File: config.mk
export PLATFORM = sky130hd
export DESIGN_NAME = text_line_wrapper
export DESIGN_NICKNAME = d
export VERILOG_FILES = /design/src/hw/rtl/twl_pkg.sv /design/src/hw/rtl/text_line_wrapper.sv
export SDC_FILE = /design/constraint.sdc
export NUM_CORES = 1
export LEC_CHECK = 0
export ABC_CLOCK_PERIOD_IN_PS = 11500
export BUFFER_PORTS_ARGS = -buffer_cell sky130_fd_sc_hd__buf_4
export CORE_UTILIZATION = 60
export CTS_CLUSTER_SIZE = 25
export DETAILED_ROUTE_END_ITERATION = 8
export GPL_ROUTABILITY_DRIVEN = 0
export MAX_ROUTING_LAYER = met4
export PLACE_DENSITY_LB_ADDON = 0.12
export SYNTH_ARGS = -nofsm -noshare
export SYNTH_HDL_FRONTEND = slang
export SYNTH_SLANG_ARGS = --single-unit
File: constraint.sdc
create_clock -name clock -period 11.5 [get_ports clock]
set_input_delay 1.725 -clock clock [delete_from_list [all_inputs] [get_ports clock]]
set_output_delay 1.725 -clock clock [all_outputs]
set_load 0.005 [all_outputs]
File: src/hw/rtl/twl_pkg.sv
// ----------------------------------------------------------------------------
// twl_pkg: shared types and constants of the text line wrapper
// Character codes, command and mode codes, and register indexes.
// ----------------------------------------------------------------------------
package twl_pkg;

   localparam int CHAR_BITS = 21;
   localparam int CSR_DATA_BITS = 32;
   localparam int CSR_ADDR_BITS = 3;

   localparam logic [CHAR_BITS-1:0] CH_NEWLINE = CHAR_BITS'(10);
   localparam logic [CHAR_BITS-1:0] CH_SPACE   = CHAR_BITS'(32);

   typedef enum logic {
      CMD_CHAR = 1'b0,
      CMD_END  = 1'b1
   } cmd_type;

   // Code 3 is unused and behaves as no wrap.
   typedef enum logic [1:0] {
      MODE_NONE  = 2'd0,
      MODE_WIDTH = 2'd1,
      MODE_WORD  = 2'd2
   } mode_type;

   typedef enum logic {
      REG_WRAP_MODE  = 1'b0,
      REG_LINE_WIDTH = 1'b1
   } reg_index_type;

endpackage

File: src/hw/rtl/text_line_wrapper.sv
// ----------------------------------------------------------------------------
// text_line_wrapper: greedy word wrap over a character stream
// Characters arrive one request at a time, closed by an end-of-text request.
// Each completed line comes out as one result carrying its start, end, next
// start and length. The block takes one request per clock unless a line
// waits on a stalled output: a request is held in the input register, and
// the line tracking state updates in the same cycle that its result lands
// in the output register. A request that causes no line moves on even
// while a result waits on a stalled output; one that causes a line waits
// until the output register frees. Mode and width are written over the APB
// port at 4*index and must only change while no text is in flight.
// Characters that arrive once the position count reaches its largest value
// are dropped and raise a sticky overflow bit until end of text. Reset is
// synchronous, active high, and needs no clearing pass.
// ----------------------------------------------------------------------------
module text_line_wrapper #(
   parameter int POSITION_BITS = 16,
   parameter int WIDTH_BITS    = 12
) (
   input  logic                                  clock,
   input  logic                                  reset,

   // request channel
   input  logic                                  req_valid,
   output logic                                  req_stall,
   input  logic                                  req_cmd,
   input  logic [twl_pkg::CHAR_BITS-1:0]         req_char_code,

   // result channel
   output logic                                  rsp_valid,
   input  logic                                  rsp_stall,
   output logic [POSITION_BITS-1:0]              rsp_line_start,
   output logic [POSITION_BITS-1:0]              rsp_line_end,
   output logic [POSITION_BITS-1:0]              rsp_next_start,
   output logic [POSITION_BITS-1:0]              rsp_line_length,
   output logic                                  rsp_text_done,
   output logic                                  rsp_overflow,

   // configuration port
   input  logic                                  psel,
   input  logic                                  penable,
   input  logic                                  pwrite,
   input  logic [twl_pkg::CSR_ADDR_BITS-1:0]     paddr,
   input  logic [twl_pkg::CSR_DATA_BITS-1:0]     pwdata,
   output logic [twl_pkg::CSR_DATA_BITS-1:0]     prdata,
   output logic                                  pready
);

   import twl_pkg::*;

   localparam logic [POSITION_BITS-1:0] POS_MAX = {POSITION_BITS{1'b1}};
   localparam logic [WIDTH_BITS-1:0]    WIDTH_RESET = WIDTH_BITS'(80);

   // --------------------------------------------------------------------------
   // Configuration registers
   // --------------------------------------------------------------------------
   logic [1:0]            wrap_mode_ff;
   logic [WIDTH_BITS-1:0] line_width_ff;
   logic                  csr_write;
   reg_index_type         csr_index;

   assign pready    = 1'b1;
   assign csr_write = psel & penable & pwrite & pready;
   assign csr_index = reg_index_type'(paddr[2]);

   always_ff @(posedge clock) begin
      if (reset) begin
         wrap_mode_ff  <= MODE_NONE;
         line_width_ff <= WIDTH_RESET;
      end else if (csr_write) begin
         case (csr_index)
            REG_WRAP_MODE:  wrap_mode_ff  <= pwdata[1:0];
            REG_LINE_WIDTH: line_width_ff <= pwdata[WIDTH_BITS-1:0];
            default: ;
         endcase
      end
   end

   always_comb begin
      case (csr_index)
         REG_WRAP_MODE:  prdata = CSR_DATA_BITS'(wrap_mode_ff);
         REG_LINE_WIDTH: prdata = CSR_DATA_BITS'(line_width_ff);
         default:        prdata = '0;
      endcase
   end

   // --------------------------------------------------------------------------
   // Input register
   // --------------------------------------------------------------------------
   logic                 in_valid_ff;
   logic                 in_cmd_ff;
   logic [CHAR_BITS-1:0] in_char_ff;
   logic                 req_accept;
   logic                 fire;

   // Hold new requests while the registered one would produce a line and the output is full and stalled.
   assign req_stall  = in_valid_ff & ~fire;
   assign req_accept = req_valid & ~req_stall;

   always_ff @(posedge clock) begin
      if (reset) begin
         in_valid_ff <= 1'b0;
      end else if (req_accept) begin
         in_valid_ff <= 1'b1;
      end else if (fire) begin
         in_valid_ff <= 1'b0;
      end
   end

   always_ff @(posedge clock) begin
      if (req_accept) begin
         in_cmd_ff  <= req_cmd;
         in_char_ff <= req_char_code;
      end
   end

   // --------------------------------------------------------------------------
   // Line tracking state
   // --------------------------------------------------------------------------
   logic [POSITION_BITS-1:0] line_begin_ff,     line_begin_in;
   logic [POSITION_BITS-1:0] char_count_ff,     char_count_in;
   logic [WIDTH_BITS-1:0]    used_width_ff,     used_width_in;
   logic [POSITION_BITS-1:0] space_position_ff, space_position_in;
   logic                     space_seen_ff,     space_seen_in;
   logic                     ended_newline_ff,  ended_newline_in;
   logic                     overflow_flag_ff,  overflow_flag_in;

   logic                     res_valid;
   logic [POSITION_BITS-1:0] res_start;
   logic [POSITION_BITS-1:0] res_end;
   logic [POSITION_BITS-1:0] res_next;
   logic                     res_done;

   always_comb begin
      logic [POSITION_BITS-1:0] p;
      logic [POSITION_BITS-1:0] p_next;
      logic [POSITION_BITS-1:0] sp_next;
      logic [WIDTH_BITS-1:0]    used_v;
      logic                     wrapping;
      logic                     word_mode;
      logic                     is_space;

      p         = char_count_ff;
      p_next    = p + POSITION_BITS'(1);
      sp_next   = space_position_ff + POSITION_BITS'(1);
      word_mode = (wrap_mode_ff == MODE_WORD);
      wrapping  = ((wrap_mode_ff == MODE_WIDTH) || word_mode) && (line_width_ff != '0);
      is_space  = (in_char_ff == CH_SPACE);
      used_v    = used_width_ff;

      line_begin_in     = line_begin_ff;
      char_count_in     = char_count_ff;
      used_width_in     = used_width_ff;
      space_position_in = space_position_ff;
      space_seen_in     = space_seen_ff;
      ended_newline_in  = ended_newline_ff;
      overflow_flag_in  = overflow_flag_ff;

      res_valid = 1'b0;
      res_start = '0;
      res_end   = '0;
      res_next  = '0;
      res_done  = 1'b0;

      if (in_cmd_ff == CMD_END) begin
         // Close the open line: empty text, trailing newline or open tail.
         res_done = 1'b1;
         if (p == '0) begin
            res_valid = 1'b1;
         end else if (ended_newline_ff) begin
            res_valid = 1'b1;
            res_start = p;
            res_end   = p;
            res_next  = p;
         end else if (line_begin_ff != p) begin
            res_valid = 1'b1;
            res_start = line_begin_ff;
            res_end   = p;
            res_next  = p;
         end
         line_begin_in     = '0;
         char_count_in     = '0;
         used_width_in     = '0;
         space_position_in = '0;
         space_seen_in     = 1'b0;
         ended_newline_in  = 1'b0;
         overflow_flag_in  = 1'b0;
      end else if (p == POS_MAX) begin
         // Drop the character, flag the overflow.
         overflow_flag_in = 1'b1;
      end else if (in_char_ff == CH_NEWLINE) begin
         res_valid        = 1'b1;
         res_start        = line_begin_ff;
         res_end          = p;
         res_next         = p_next;
         line_begin_in    = p_next;
         used_width_in    = '0;
         space_seen_in    = 1'b0;
         ended_newline_in = 1'b1;
         char_count_in    = p_next;
      end else begin
         ended_newline_in = 1'b0;
         char_count_in    = p_next;
         if (wrapping) begin
            if ((used_width_ff >= line_width_ff) && word_mode && is_space) begin
               // A space right at the limit closes the line and is swallowed.
               res_valid     = 1'b1;
               res_start     = line_begin_ff;
               res_end       = p;
               res_next      = p_next;
               line_begin_in = p_next;
               used_width_in = '0;
               space_seen_in = 1'b0;
            end else begin
               space_seen_in = space_seen_ff;
               if (used_width_ff >= line_width_ff) begin
                  res_valid = 1'b1;
                  res_start = line_begin_ff;
                  if (word_mode && space_seen_ff) begin
                     // Break after the last space; carry the partial word.
                     res_end       = space_position_ff;
                     res_next      = sp_next;
                     line_begin_in = sp_next;
                     used_v        = WIDTH_BITS'(p - sp_next);
                  end else begin
                     // Hard cut before this character.
                     res_end       = p;
                     res_next      = p;
                     line_begin_in = p;
                     used_v        = '0;
                  end
                  space_seen_in = 1'b0;
               end
               if (is_space) begin
                  space_position_in = p;
                  space_seen_in     = 1'b1;
               end
               used_width_in = used_v + WIDTH_BITS'(1);
            end
         end
      end
   end

   // Advance when the request makes no line or the output slot is free.
   assign fire = in_valid_ff & (~res_valid | ~rsp_valid | ~rsp_stall);

   always_ff @(posedge clock) begin
      if (reset) begin
         line_begin_ff     <= '0;
         char_count_ff     <= '0;
         used_width_ff     <= '0;
         space_position_ff <= '0;
         space_seen_ff     <= 1'b0;
         ended_newline_ff  <= 1'b0;
         overflow_flag_ff  <= 1'b0;
      end else if (fire) begin
         line_begin_ff     <= line_begin_in;
         char_count_ff     <= char_count_in;
         used_width_ff     <= used_width_in;
         space_position_ff <= space_position_in;
         space_seen_ff     <= space_seen_in;
         ended_newline_ff  <= ended_newline_in;
         overflow_flag_ff  <= overflow_flag_in;
      end
   end

   // --------------------------------------------------------------------------
   // Result register
   // --------------------------------------------------------------------------
   logic rsp_valid_ff;
   logic rsp_load;

   assign rsp_load  = fire & res_valid;
   assign rsp_valid = rsp_valid_ff;

   always_ff @(posedge clock) begin
      if (reset) begin
         rsp_valid_ff <= 1'b0;
      end else if (rsp_load) begin
         rsp_valid_ff <= 1'b1;
      end else if (~rsp_stall) begin
         rsp_valid_ff <= 1'b0;
      end
   end

   always_ff @(posedge clock) begin
      if (rsp_load) begin
         rsp_line_start  <= res_start;
         rsp_line_end    <= res_end;
         rsp_next_start  <= res_next;
         rsp_line_length <= res_end - res_start;
         rsp_text_done   <= res_done;
         rsp_overflow    <= overflow_flag_ff;
      end
   end

   // --------------------------------------------------------------------------
   // Assertions
   // --------------------------------------------------------------------------
   // The overflow flag only rises once the position counter has saturated.
   a_overflow_saturated: assert property (@(posedge clock) disable iff (reset)
      overflow_flag_ff |-> (char_count_ff == POS_MAX))
      else $error("overflow flag set below the largest position");

   // The open line never begins past the next character position.
   a_begin_order: assert property (@(posedge clock) disable iff (reset)
      line_begin_ff <= char_count_ff)
      else $error("line begin ahead of character count");

   // A line inside the text is ordered start <= end <= next start.
   a_line_order: assert property (@(posedge clock) disable iff (reset)
      (rsp_valid && !rsp_text_done) |->
         (rsp_line_start <= rsp_line_end) && (rsp_line_end <= rsp_next_start))
      else $error("emitted line positions out of order");

   // A line result can only come from a request that advanced.
   a_load_from_fire: assert property (@(posedge clock) disable iff (reset)
      $rose(rsp_valid) |-> $past(fire))
      else $error("result appeared without an advancing request");

endmodule

# --- After elaboration in Yosys (flattened, before gate mapping) ---
# Cells that the tools add are included.
word_totals:
  register_bits: 167
  input_bits: 64
  out_inout_bits: 101
  elab_cells: 150
classes:
  add_sub_neg: 5
  order_cmp: 1
  eq_ne: 10
  n_mux: 79
  bitwise: 14
  reduce_logical: 22
op_table:
  columns: ["operator", "count"]
  rows:
  - ["two-way mux 16 bit", 40]
  - ["two-way mux 12 bit", 12]
  - ["case mux 32 bit (2 select lines)", 1]
  - ["adder 16 x 1 -> 16 bit, second input constant", 2]
  - ["two-way mux 1 bit", 26]
  - ["equality test 21 x 4 -> 1 bit, second input constant", 1]
  - ["equality test 21 x 6 -> 1 bit, second input constant", 1]
  - ["equality test 16 bit, second input constant", 1]
  - ["logical NOT 16 bit", 1]
  - ["inequality test 16 bit", 1]
  - ["subtractor 16 bit", 1]
  - ["adder 12 x 1 -> 12 bit, second input constant", 1]
  - [">= comparator 12 bit", 1]
  - ["nonzero test 12 bit", 1]
  - ["subtractor 12 bit", 1]
  - ["AND reduction 2 bit", 4]
  - ["AND reduction 4 bit", 2]
  - ["nonzero test 2 bit", 4]
  - ["bitwise AND 1 bit", 6]
  - ["inequality test 2 bit, second input constant", 3]
  - ["NOT 1 bit", 6]
  - ["AND reduction 6 bit", 1]
  - ["nonzero test 5 bit", 1]
  - ["logical AND 1 bit", 4]
  - ["other kinds (8)", 9]

# --- Logic depth before layout (Yosys ltp) ---
logic_depth:
  word_depth: 17
  mapped_depth: 21
  ltp_nobuf: 20

# --- Worst setup path before layout ---
# Ideal clock, no wire load.
synth_path:
  path_type: "reg2reg"
  start: "register line_width_ff[2]"
  end: "register rsp_line_length[14], data pin"
  setup_ns: 0.158
  arrival_ns: 4.464
  required_time_ns: 11.342
  setup_slack_ns: 6.879
  stages_incl_launch_ff: 22
  path_buffers: 1
  synth_period_minus_slack_ns: 4.621
  cell_sequence: "dfxtp_1 inv_1 ha_1 a21o_1 a31oi_1 o21ai_1 a21oi_1 nor2_1 o21ai_1 o22ai_1 clkbuf_1 a22o_1 ha_1 fa_1 nor2b_1 o21ai_0 a21boi_0 o21ai_0 a21oi_1 a311oi_1 or4_1 o211ai_1"
synth_between:
  elab_chain_cells: 9
  word_cells_on_any_way: 18
  classes_between: "add/sub: 1; order compare: 1; mux: 12; reduce/logical: 4"
synth_lines:
  columns: ["element", "line_no", "rtl"]
  rows:
  - ["start: declaration", "text_line_wrapper.sv:58", "logic [WIDTH_BITS-1:0] line_width_ff;"]
  - ["start signal: assignment", "text_line_wrapper.sv:73", "REG_LINE_WIDTH: line_width_ff <= pwdata[WIDTH_BITS-1:0];"]
  - [">= comparator 12 bit", "text_line_wrapper.sv:205, text_line_wrapper.sv:216", null]
  - ["logical AND 1 bit (2 in a row)", "text_line_wrapper.sv:205", "if ((used_width_ff >= line_width_ff) && word_mode && is_space) begin"]
  - ["two-way mux 16 bit", "text_line_wrapper.sv:205", null]
  - ["two-way mux 16 bit *", "text_line_wrapper.sv:204", "if (wrapping) begin"]
  - ["two-way mux 16 bit *", "text_line_wrapper.sv:191", "end else if (in_char_ff == CH_NEWLINE) begin"]
  - ["two-way mux 16 bit *", "text_line_wrapper.sv:188", "end else if (p == POS_MAX) begin"]
  - ["two-way mux 16 bit *", "text_line_wrapper.sv:165", "if (in_cmd_ff == CMD_END) begin"]
  - ["via res_start[0]", "text_line_wrapper.sv:129", "logic [POSITION_BITS-1:0] res_start;"]
  - ["subtractor 16 bit *", "text_line_wrapper.sv:291", "rsp_line_length <= res_end - res_start;"]
  - ["end signal: assignment", "text_line_wrapper.sv:291", null]
  - ["end: declaration", "text_line_wrapper.sv:35", "output logic [POSITION_BITS-1:0] rsp_line_length,"]
# Mark *: on every way through the listed nets, which the timed path passes. The rest lies on a longest branch.
# A chain may end at the register's enable or synchronous reset.

# --- Worst setup path in the final report ---
layout_path:
  start: "register line_width_ff[2]"
  end: "register rsp_line_length[15], data pin"
layout_between:
  elab_chain_cells: 9
  word_cells_on_any_way: 18
  classes_between: "add/sub: 1; order compare: 1; mux: 12; reduce/logical: 4"
layout_lines:
  columns: ["element", "line_no"]
  rows:
  - [">= comparator 12 bit", "text_line_wrapper.sv:205, text_line_wrapper.sv:216"]
  - ["logical AND 1 bit (2 in a row)", "text_line_wrapper.sv:205"]
  - ["two-way mux 16 bit", "text_line_wrapper.sv:205"]
  - ["two-way mux 16 bit", "text_line_wrapper.sv:204"]
  - ["two-way mux 16 bit", "text_line_wrapper.sv:191"]
  - ["two-way mux 16 bit", "text_line_wrapper.sv:188"]
  - ["two-way mux 16 bit", "text_line_wrapper.sv:165"]
  - ["subtractor 16 bit *", "text_line_wrapper.sv:291"]
# Mark *: on every way between the ends. The rest lies on a longest branch, timed or not.

==> out/metrics.yaml <==
synth:
  synth_top_area_share_pct: 25.2
  synthArstFlopShare_pct: 0
  synthAdderAreaFrac_pct: 5.51
  syn_inst: 1152
  synth_top_cell_by_area: "edfxtp_1"
  yosys-top-cells-area: "edfxtp_1 (25%), dfxtp_1 (15%), ha_1 (5.1%), mux2i_1 (3.3%), nor2_1 (3.2%)"
  synth_edf_count: 88
  synth_ff_type: "edfxtp_1"
  synthSimpleGateAreaFrac_pct: 18.2
  syn_area_per_cell_um2: 9.11
  syn_area_um2: 10500
  yosys_warnings: 0
  synth-seq-cells: 167
  yosysUniqueCellTypes: 77
  synth_top_family_by_area: "compound AO/OA/AOI/OAI gates"
  synth_compound_area_share_pct: 21.3
  synthMuxAreaShare_pct: 3.55
  synth-xor-area-share_pct: 4.57
  ys_seq_area_share_pct: 40.3
detailed_routing:
  detail-route-antenna-nets: 0
  wl_per_cell_um: 19.3
  drtIter0Drc: 1002
  route.detailed.drc: 0
  wirelength_um: 28200
  viasPerCell: 6.45
  vias: 9413
  drt_first_pass_iters: 8
cells_and_area:
  drive_gt1_share_pct: 15.5
  finalNetCount: 1336
  syn_to_final_growth_pct: 14.1
  num_antenna_cells: 0
setup_path:
  crit_fanout: 34
  crit_start: "line_width_ff[2]"
  critPathLaunchType: "flip-flop"
  r2r-start: "line_width_ff[2]"
  cp.arrival_ns: 6.02
  worstSetupPathType: "reg2reg"
  end_kind: "flip-flop"
  crit_required_ns: 11.69
  ff2ff_setup_slack_ns: 5.67
sta:
  hold_viol: 0
  finalCritPeriodShare_pct: 50.7
  worst_slack_ns: 5.67
  clock.fmax_mhz: 171
  slew_headroom_pct: 12.3
  fin_crit_ns: 5.83
  slew_viol_final: 0
  tns_ns: 0
  worst_pin_slew_ns: 1.31
  holdWs_ns: 0.442
  rsz0062_at_grt: "false"
  clock_skew_ns: 0.00939
  setup_viol: 0
cts:
  post_cts.repair.setup_buffers: 0
  cts_tree: "built"
  clk_path_buf_depth: 2
  cts_buffers: 17
  cts.repair.resized: 0
  hold_buffers: 0
  path_clk_slew_ns: 0.07
  cts_num_sinks: 167
  clockRootBuffer: "clkbuf_16"
  htreeDepth: 4
  clock_latency_ns: 0.45
floorplan:
  die_y_um: 134
  core_area_um2: 16800
  num_rows: 47
  ios: 165
  start_util_pct: 62.4
  dieArea_um2: 18000
  fp.dieW_um: 134
global_route:
  grt_overflow_total: 0
  grt_pass1_vias: 8268
  grt_max_degree: 78
  antenna_found_initial: 0
  grt_first_pass_wirelength_um: 44400
  grt_usage_pct: 32.7
placed_design:
  post-place-ws_ns: 5.79
  port_buffers: 121
  dp_hpwl_um: 20200
hold_path:
  hold_class: "reg2reg"
  holdCritStartpoint: "overflow_flag_ff"
power_and_ir_drop:
  power.density_nw_per_um2: 106
  p_leak_nw: 4.63
  ir_drop_uv: 121
flow_run:
  cap_violations: 0
run_status:
  outcome: "completed"
-- final timing paths --
path,endpoint,cells past startpoint
worst max-delay path,rsp_line_length[15],21
worst min-delay path,rsp_overflow,0
worst max register to register,rsp_line_length[15],21
worst min register to register,rsp_overflow,0
-- cell type report --
class	instances	area (um^2)
tap	220	275
clock inverter	15	155
sequential	167	4220
clock buffer	17	425
fill	1334	4840
multi-input combinational	854	5680
timing repair buffer	136	1020
inverter	51	191
-- logic make-up (layout without fill, tap and decap cells) --
| logic type | count (synthesis) | count (layout) |
|---|---|---|
| simple gates | 377 | 377 |
| compound gates | 321 | 321 |
| flops | 167 | 167 |
| buf+inv | 150 | 219 |
| xor+xnor | 53 | 53 |
| fa+ha+maj | 45 | 45 |
| mux | 37 | 37 |
| other cells | 2 | 21 |
-- Yosys cell counts, types with 19 or more instances --
| library cell | instances |
|---|---|
| a22o_1 | 19 |
| nor2_1 | 89 |
| nand3_1 | 31 |
| buf_4 | 22 |
| o32ai_1 | 26 |
| o21ai_0 | 57 |
| mux2i_1 | 35 |
| edfxtp_1 | 88 |
| a21o_1 | 26 |
| nand2_1 | 75 |
| ha_1 | 43 |
| xor2_1 | 28 |
| nand2b_1 | 22 |
| inv_1 | 51 |
| a211oi_1 | 32 |
| nor3_1 | 62 |
| xnor2_1 | 24 |
| clkbuf_1 | 57 |
| a21oi_1 | 58 |
| dfxtp_1 | 79 |
-- metrics by stage --
step,total power [mW],util [%],area [um^2],std cells
4_1_cts,1.28,71.2,12000,1460
3_3_place_gp,0.725,67.7,11400,1428
3_5_place_dp,0.727,67.7,11400,1428
6_report,1.27,71.2,12000,1460
5_1_grt,1.31,71.2,12000,1460
2_1_floorplan,0.699,-,10600,1171
-- cell usage in the layout, fill, tap and decap left out, drive strengths merged, types with 19 or more instances in the layout --
cell type and n:
buf 136, conb 21, nor3 64, inv 59, xor2 28, a21o 26, xnor2 24, nand2b 22
a21oi 58, o21ai 63, nand3 31, o32ai 26, mux2i 35, nor2 89, ha 43, edfxtp 88
dfxtp 79, nor4 19, a22o 19, nand2 75, a211oi 32
-- worst max-delay path, stage by stage, from the launching register on --
cell and delay [ns]:
dfxtp_1 0.43, inv_1 0.08, ha_1 0.31, a21o_1 0.12, a31oi_1 0.04, o21ai_1 0.34
a21oi_2 0.09, buf_4 0.27, nor2_1 0.18, o21ai_1 0.09, buf_4 0.20, o22ai_2 0.81
a22oi_1 0.18, ha_1 0.35, nor2b_1 0.14, o31a_1 0.27, o211ai_1 0.25, a21oi_1 0.15
nor3_1 0.34, o41ai_1 0.20, a31oi_1 0.41, xor3_1 0.30
-- routing by layer --
layer	wire length (um)	global-route usage (%)	vias to the layer above
met4	649	10.6	0
met5	0	-	-
met3	2660	6.20	61
met1	12100	44.3	4425
met2	12800	49.4	507
li1	-	-	4420
-- power breakdown --
| group | internal, mW | switching, mW |
|---|---|---|
| clock network | 0.288 | 0.272 |
| registers | 0.637 | 0.00537 |
| logic | 0.0293 | 0.0430 |
-- sequential cells by signal (all words and copies together) (netlist names) --
name	flops
char_count_ff	16
ended_newline_ff	1
in_char_ff	21
in_cmd_ff	1
in_valid_ff	1
line_begin_ff	16
line_width_ff	12
overflow_flag_ff	1
rsp_line_end	16
rsp_line_length	16
rsp_line_start	16
rsp_next_start	16
rsp_overflow	1
rsp_text_done	1
rsp_valid	1
space_position_ff	16
space_seen_ff	1
used_width_ff	12
wrap_mode_ff	2
Power figures use the tool's default switching activity.
